`config.mk`:
```
export PLATFORM = sky130hd
export DESIGN_NAME = rc4_seq
export DESIGN_NICKNAME = d
export VERILOG_FILES = /design/src/rtl/core/rc4_pkg.sv /design/src/rtl/core/rc4_seq.sv
export SDC_FILE = /design/constraint.sdc
export NUM_CORES = 1
export LEC_CHECK = 0
export ABC_AREA = 1
export BUFFER_PORTS_ARGS = -buffer_cell sky130_fd_sc_hd__buf_2
export CORE_AREA = 8 8 52 54
export CTS_CLUSTER_DIAMETER = 200
export CTS_CLUSTER_SIZE = 10
export DETAILED_ROUTE_END_ITERATION = 16
export DIE_AREA = 0 0 60 62
export SETUP_SLACK_MARGIN = 0.02
export SLEW_MARGIN = 5
export SYNTH_ARGS = -nofsm -noshare
export SYNTH_HDL_FRONTEND = slang
export SYNTH_SLANG_ARGS = --single-unit
export TNS_END_PERCENT = 30
```
`constraint.sdc`:
```
create_clock -name clk -period 1.6 [get_ports clk]
set_clock_uncertainty 0.1 [all_clocks]
set_input_delay 0.24 -clock clk [delete_from_list [all_inputs] [get_ports clk]]
set_output_delay 0.24 -clock clk [all_outputs]
set_load 0.02 [all_outputs]
```
`src/rtl/core/rc4_pkg.sv`:
```
// Shared types and constants for the RC4 stream cipher block.
// Holds the microcode control word, status word and sequencer step codes.
// No dependencies; used by every module under rtl/core.
package rc4_pkg;

  // Byte and permutation table geometry
  localparam int PERM_DEPTH = 256;
  localparam int PERM_AW    = 8;
  typedef logic [7:0] byte_t;

  // Key store geometry (1 .. 256 entries)
  localparam int KEY_DEPTH = 256;
  localparam int KEY_AW    = (KEY_DEPTH > 1) ? $clog2(KEY_DEPTH) : 1;
  localparam int KCW       = $clog2(KEY_DEPTH + 1);

  // Microprogram step addresses
  typedef logic [3:0] step_t;
  localparam step_t STEP_IDLE = 4'd0;  // wait for a word, dispatch on it
  localparam step_t STEP_D0   = 4'd1;  // keystream: take S[i], read S[j]
  localparam step_t STEP_D1   = 4'd2;  // keystream: write S[i], read S[t]
  localparam step_t STEP_D2   = 4'd3;  // keystream: write S[j], emit result
  localparam step_t STEP_KI   = 4'd4;  // schedule: identity, clear indices
  localparam step_t STEP_K0   = 4'd5;  // schedule: read S[i]
  localparam step_t STEP_K1   = 4'd6;  // schedule: new j, read S[j]
  localparam step_t STEP_K2   = 4'd7;  // schedule: write S[i]
  localparam step_t STEP_K3   = 4'd8;  // schedule: write S[j], loop
  localparam step_t STEP_KE   = 4'd9;  // schedule: tidy up

  // Read address select for the permutation table
  typedef enum logic [2:0] {
    RA_I,    // i
    RA_I1,   // i + 1
    RA_JN,   // next j
    RA_T,    // a + S[j] just read
    RA_TR    // registered t
  } ra_sel_t;

  // Write select for the permutation table
  typedef enum logic [1:0] {
    WR_NONE,
    WR_I_RD,  // S[i] <= read data
    WR_J_A    // S[j] <= a
  } wr_sel_t;

  typedef enum logic [1:0] {
    J_HOLD,
    J_ZERO,
    J_ADD,      // j + read data
    J_ADD_KEY   // j + read data + key byte
  } j_op_t;

  typedef enum logic [1:0] {
    I_HOLD,
    I_ZERO,
    I_INC,
    I_INC_DATA  // increment only on an accepted data word
  } i_op_t;

  typedef enum logic [1:0] {
    C_ALWAYS,
    C_OUT_BUSY,
    C_I_NOT_LAST
  } cond_t;

  // One microcode word
  typedef struct packed {
    ra_sel_t ra_sel;
    wr_sel_t wr_sel;
    j_op_t   j_op;
    i_op_t   i_op;
    logic    accept;
    logic    dispatch;
    logic    load_a;
    logic    load_bt;
    logic    clear_perm;
    logic    key_adv;
    logic    key_clear;
    logic    count_clear;
    logic    emit;
    cond_t   cond;
    step_t   tgt_t;
    step_t   tgt_f;
  } cw_t;

  localparam cw_t CW_NOP = '{
    ra_sel:      RA_I,
    wr_sel:      WR_NONE,
    j_op:        J_HOLD,
    i_op:        I_HOLD,
    accept:      1'b0,
    dispatch:    1'b0,
    load_a:      1'b0,
    load_bt:     1'b0,
    clear_perm:  1'b0,
    key_adv:     1'b0,
    key_clear:   1'b0,
    count_clear: 1'b0,
    emit:        1'b0,
    cond:        C_ALWAYS,
    tgt_t:       STEP_IDLE,
    tgt_f:       STEP_IDLE
  };

  // Datapath status back to the sequencer
  typedef struct packed {
    logic out_busy;
    logic i_last;
  } stat_t;

endpackage

```
`src/rtl/core/rc4_seq.sv`:
```
// Microcode sequencer: step counter, control ROM and conditional jumps.
// Depends on rc4_pkg for the control word, status word and step codes.
module rc4_seq (
  input  logic          clk,
  input  logic          rst_n,
  input  logic          accept,
  input  logic          in_func,
  input  logic          in_key_last,
  input  rc4_pkg::stat_t stat,
  output rc4_pkg::cw_t   ctrl
);

  rc4_pkg::step_t step_r;
  rc4_pkg::step_t step_nxt;
  rc4_pkg::cw_t   cw;
  logic           cond_hit;

  // Control ROM
  always_comb begin
    cw = rc4_pkg::CW_NOP;
    unique case (step_r)
      rc4_pkg::STEP_IDLE: begin
        cw.accept   = 1'b1;
        cw.dispatch = 1'b1;
        cw.i_op     = rc4_pkg::I_INC_DATA;
        cw.ra_sel   = rc4_pkg::RA_I1;
      end
      rc4_pkg::STEP_D0: begin
        cw.load_a = 1'b1;
        cw.j_op   = rc4_pkg::J_ADD;
        cw.ra_sel = rc4_pkg::RA_JN;
        cw.tgt_t  = rc4_pkg::STEP_D1;
      end
      rc4_pkg::STEP_D1: begin
        cw.wr_sel  = rc4_pkg::WR_I_RD;
        cw.load_bt = 1'b1;
        cw.ra_sel  = rc4_pkg::RA_T;
        cw.tgt_t   = rc4_pkg::STEP_D2;
      end
      rc4_pkg::STEP_D2: begin
        cw.wr_sel = rc4_pkg::WR_J_A;
        cw.ra_sel = rc4_pkg::RA_TR;
        cw.emit   = 1'b1;
        cw.cond   = rc4_pkg::C_OUT_BUSY;
        cw.tgt_t  = rc4_pkg::STEP_D2;
        cw.tgt_f  = rc4_pkg::STEP_IDLE;
      end
      rc4_pkg::STEP_KI: begin
        cw.clear_perm = 1'b1;
        cw.i_op       = rc4_pkg::I_ZERO;
        cw.j_op       = rc4_pkg::J_ZERO;
        cw.key_clear  = 1'b1;
        cw.tgt_t      = rc4_pkg::STEP_K0;
      end
      rc4_pkg::STEP_K0: begin
        cw.ra_sel = rc4_pkg::RA_I;
        cw.tgt_t  = rc4_pkg::STEP_K1;
      end
      rc4_pkg::STEP_K1: begin
        cw.load_a = 1'b1;
        cw.j_op   = rc4_pkg::J_ADD_KEY;
        cw.ra_sel = rc4_pkg::RA_JN;
        cw.tgt_t  = rc4_pkg::STEP_K2;
      end
      rc4_pkg::STEP_K2: begin
        cw.wr_sel = rc4_pkg::WR_I_RD;
        cw.tgt_t  = rc4_pkg::STEP_K3;
      end
      rc4_pkg::STEP_K3: begin
        cw.wr_sel  = rc4_pkg::WR_J_A;
        cw.i_op    = rc4_pkg::I_INC;
        cw.key_adv = 1'b1;
        cw.cond    = rc4_pkg::C_I_NOT_LAST;
        cw.tgt_t   = rc4_pkg::STEP_K0;
        cw.tgt_f   = rc4_pkg::STEP_KE;
      end
      rc4_pkg::STEP_KE: begin
        cw.i_op        = rc4_pkg::I_ZERO;
        cw.j_op        = rc4_pkg::J_ZERO;
        cw.count_clear = 1'b1;
        cw.tgt_t       = rc4_pkg::STEP_IDLE;
      end
      default: cw = rc4_pkg::CW_NOP;
    endcase
  end

  assign ctrl = cw;

  // Jump condition
  always_comb begin
    unique case (cw.cond)
      rc4_pkg::C_ALWAYS:     cond_hit = 1'b1;
      rc4_pkg::C_OUT_BUSY:   cond_hit = stat.out_busy;
      rc4_pkg::C_I_NOT_LAST: cond_hit = !stat.i_last;
      default:               cond_hit = 1'b1;
    endcase
  end

  // Next step: dispatch on the incoming word, else take the jump
  always_comb begin
    if (cw.dispatch) begin
      if (!accept) begin
        step_nxt = rc4_pkg::STEP_IDLE;
      end else if (in_func) begin
        step_nxt = rc4_pkg::STEP_D0;
      end else if (in_key_last) begin
        step_nxt = rc4_pkg::STEP_KI;
      end else begin
        step_nxt = rc4_pkg::STEP_IDLE;
      end
    end else begin
      step_nxt = cond_hit ? cw.tgt_t : cw.tgt_f;
    end
  end

  always_ff @(posedge clk) begin
    if (!rst_n) begin
      step_r <= rc4_pkg::STEP_IDLE;
    end else begin
      step_r <= step_nxt;
    end
  end

endmodule

```
Word-level counts from Yosys, hierarchy flattened
Cells that the tools add are included.
W data, S select, Z words.
- equality and inequality tests: 11
- mux-type cells: 20
- reduce and logical (&&, ||, !) cells: 8
- operators by type and width (operator ; count):
    $pmux W4 S6 ; 1
    $eq A4 B3 Y1 const B ; 4
    $mux W4 ; 3
    $pmux W2 S3 ; 2
    $pmux W3 S4 ; 1
    $reduce_or A2 Y1 ; 6
    $mux W3 ; 3
    $eq A4 B2 Y1 const B ; 2
    $eq A4 B4 Y1 const B ; 2
    $pmux W2 S2 ; 2
    $mux W1 ; 6
    $eq A4 B1 Y1 const B ; 1
    $logic_not A4 Y1 ; 1
    $eq A2 B1 Y1 const B ; 1
    $eq A2 B2 Y1 const B ; 1
    $mux W2 ; 1
    $pmux W1 S2 ; 1
    $logic_not A1 Y1 ; 1
- flip-flop bits (word level): 4
- bits of input ports: 7
- output and inout bits: 28
- word-level logic and storage cells: 40

Longest topological paths before layout
- word-level depth: 6
- depth in mapped cells: 12
- depth with buffers taken out: 12

Worst setup path before layout
OpenSTA, ideal clock, no wires.
- path kind: reg-to-reg
- start: register step_r[3]
- end: register step_r[0]
- setup time: 112 ps
- arrival: 1865 ps
- data required time: 1388 ps
- path slack: -477 ps
- cell stages (with the launch flop): 12
- path buffers: 0
- period minus slack after synthesis: 2077 ps
- cells stage by stage: dfxtp_1 > nor2_2 > inv_1 > nor2_1 > inv_1 > ha_1 > o21a_1 > nand2_1 > nand2_1 > nand2_1 > nand2_1 > nand2_1
- word-level cells in the longest chain between the ends: 6
- elaborated cells on any way between the ends: 20
- classes of those cells: eq/ne: 10; mux: 7; reduce/logical: 3
- ends and longest elaborated chain (what ; line ; RTL):
    start, declared ; rc4_seq.sv:13 ; rc4_pkg::step_t step_r;
    start signal, assigned ; rc4_seq.sv:118 ; step_r <= rc4_pkg::STEP_IDLE;
    start signal, assigned ; rc4_seq.sv:120 ; step_r <= step_nxt;
    $eq A4 B4 Y1 or $eq A4 B2 Y1 (tied branches) ; rc4_seq.sv:21 ; unique case (step_r)
    $pmux W2 S2 ; rc4_seq.sv:21 ;
    $eq A2 B2 Y1 or $eq A2 B1 Y1 (tied branches) ; rc4_seq.sv:91 ; unique case (cw.cond)
    $pmux W1 S2 ; rc4_seq.sv:91 ;
    $mux W4 ; rc4_seq.sv:112 ; step_nxt = cond_hit ? cw.tgt_t : cw.tgt_f;
    $mux W4 * ; rc4_seq.sv:101 ; if (cw.dispatch) begin
Every way passes the cells marked *; elsewhere a longest branch is shown, timed or not.
A chain may end at the register's enable or synchronous reset.

==> out/summary.txt <==
Status: finished, violations left
Failing checks: setup timing
Post-synth top area cell: dfxtp_1
Setup slack, reg-to-reg: -0.01 ns
Initial Utilization: 27.2%
Vias per inst: 4.21
Routed met2 length: 997 um
First-pass GRT wire length: 2.68 mm
Clock network power share: 29.8%
Critical path's top delay family: flip-flops
CP Launch Type: register
Final Hold Viols: 0
CP Class: register to output port
Logic pwr share: 44.9%
Top Registers: step_r (4)
Vias in the first global route: 629
HP Class: input port to register
Hold Buf Count CTS: 0
Total GRT Usage: 9.51%
Setup_tns: -0.143 ns
Critical Path Max Stage Delay: 0.35 ns
WL/cell: 12.1 um
Worst Hold End: step_r[0]
Worst R2R End: step_r[0]
P per Cell Area: 441 nW/um2
Synth Warn #: 0
Total Die Area: 3720 um2
H-tree Lvls: 1
Fin nets: 135
CP dominant cell by count: nor2_4
M1 WL: 633 um
First-pass iteration count of the detailed router: 4
Routed Wire Length: 1.81 mm
I/O Buffers: 32
CTS tree: yes
Critical path endpoint category: output port
FF-to-FF path depth: 11
Max reg flops: 4
Final GP Congestion: 0.816
Slew Viols, Final: 0
VDD IR max: 0.000265 V
Worst EP required: 1.26 ns
Final core occ: 51.0%
Antenna violations before repair: 0
Data arrival time of the worst path: 1.33 ns
Routed wl met3: 149 um
Number of DRC markers in iteration 0: 8
Worst-path cell chain: nor2_4 > inv_2 > nor2_4 > inv_4 > ha_4 > nor2_2 > buf_4
Part of the power in registers: 25.2%
Syn avg cell area: 6.32 um2
Synth-to-layout area growth: 87.2%
LEAKAGE: 0.558 nW
Maximum Capacitance Violations: 0
Row cnt: 16
Total CTS buffers: 3
Diode count: 0
FMAX: 597 MHz
CP max stage cell: dfxtp_4
Max FO, Critical Path: 4
Synth Register Bits: 4
Max Used Layer: met4
DRC errors left: 0
CP bufs+invs: 3
Post-DP HPWL: 1.35 mm
Yosys top cell area share: 15.5%
CTS sink cnt: 4
Internal power: 0.264 mW
Final min period: 1.67 ns
Gr ovfl total: 0
Die height: 62 um
Top reg by flops: step_r
Largest net degree at the start of global routing: 6
Seq/Total Area, Yosys: 15.5%
CTS max path bufs: 2
Root Driver: clkbuf_4
RSZ-0062 raised after global routing: yes
Hold path depth: 3
Synth top area cells: dfxtp_1, nand2_1, buf_4
Worst setup margin: -0.0737 ns
Setup violators final: 5
Die Wd: 60 um
Fraction of layout cells with a size suffix above 1: 68.9%
Sw Ratio: 38.3%
P_sw: 0.164 mW
Synth cell types: 22
Worst r2r src: step_r[3]
Clk_lat worst skew: 0.24 ns
CTS clk-pin slew, worst paths: 0.04 ns
CORE AREA: 1900 um2
Via count: 628
Io pins: 35
Antenna viol nets, final: 0
Worst Min Path Start: in_func
Synthesized cell area: 518 um2
Cells after Synth: 82
Tcrit/Tclk final: 105%
## logic make-up (layout without fill, tap and decap cells)
logic type      Yosys count  after routing  synth area share (%)
simple gates             44             44                  44.9
buf+inv                  25             64                  23.9
fa+ha+maj                 4              4                  9.66
compound gates            4              4                  5.31
flops                     4              4                  15.5
other cells               1              2                 0.724
## worst max path at each step
stage,to,startpoint,depth (start not counted),slack (ns)
6_report,ctrl[8],step_r[3],7,-0.07
5_1_grt,ctrl[8],step_r[3],7,-0.12
4_1_cts,ctrl[8],step_r[3],7,-0.01
3_5_place_dp,step_r[0],step_r[2],11,0.004
3_3_place_gp,step_r[0],step_r[2],11,0.05
2_1_floorplan,step_r[0],step_r[2],11,-0.11
## synth_stat cells
master,instances
a21boi_1,1
a21oi_1,1
and3_1,1
buf_4,8
clkinv_1,1
conb_1,1
dfxtp_1,4
ha_1,4
inv_1,12
inv_2,4
nand2_1,19
nand2_2,2
nand2_4,1
nand3_1,4
nand3_2,2
nand3b_1,1
nand4_2,1
nor2_1,8
nor2_2,3
nor2_4,2
o211ai_1,1
o21a_1,1
## metrics by stage
step	setup WS (ns)	area (um2)	instances	total power, mW	hold WS (ns)
after global placement	0.0496	731	141	0.260	0.388
final	-0.0737	970	149	0.427	0.148
after floorplan	-0.107	544	83	0.219	0.264
after global routing	-0.124	970	149	0.460	0.153
after detailed placement	0.00426	731	141	0.262	0.385
after CTS	-0.0143	871	149	0.413	0.141
## layer usage
layer,global-route usage [%],vias to the layer above
met5,0,-
met3,2.67,4
met2,19.1,28
met1,9.06,276
met4,3.06,0
li1,-,320
## cells in the final DEF, fill, tap and decap left out, drive strengths merged
cell type,Yosys,layout
dfxtp,4,4
nand4,1,1
nand3b,1,1
clkbuf,0,3
nand3,6,6
o21a,1,1
buf,8,44
conb,1,2
clkinv,1,1
a21boi,1,1
ha,4,4
and3,1,1
nand2,22,22
inv,16,16
o211ai,1,1
nor2,13,13
a21oi,1,1
## repair_timing
action,in CTS,in global routing
pin swaps,6,3
hold endpoints to repair,0,0
setup buffers,5,0
endpoints found under the setup margin,15,25
gates resized for setup,26,29
## power groups by stage
stage	sequential [mW]	clock (mW)	combinational [mW]
global route	0.108	0.147	0.205
floorplan	0.112	0	0.107
global placement	0.113	0	0.147
finish	0.108	0.127	0.192
detailed placement	0.113	0	0.149
CTS	0.107	0.130	0.175
## layout make-up
class	count	area, um2
multi-input cells	54	407
well taps	27	33.8
inverters	17	67.6
fillers	177	932
clock buffers	3	22.5
flip-flops and latches	4	95.1
repair buffers	44	344
## worst min-delay path: stages
cell	delay [ns]
buf_2	0.08
nand3_1	0.06
nand2_1	0.07
(Power assumes the default switching activity.)
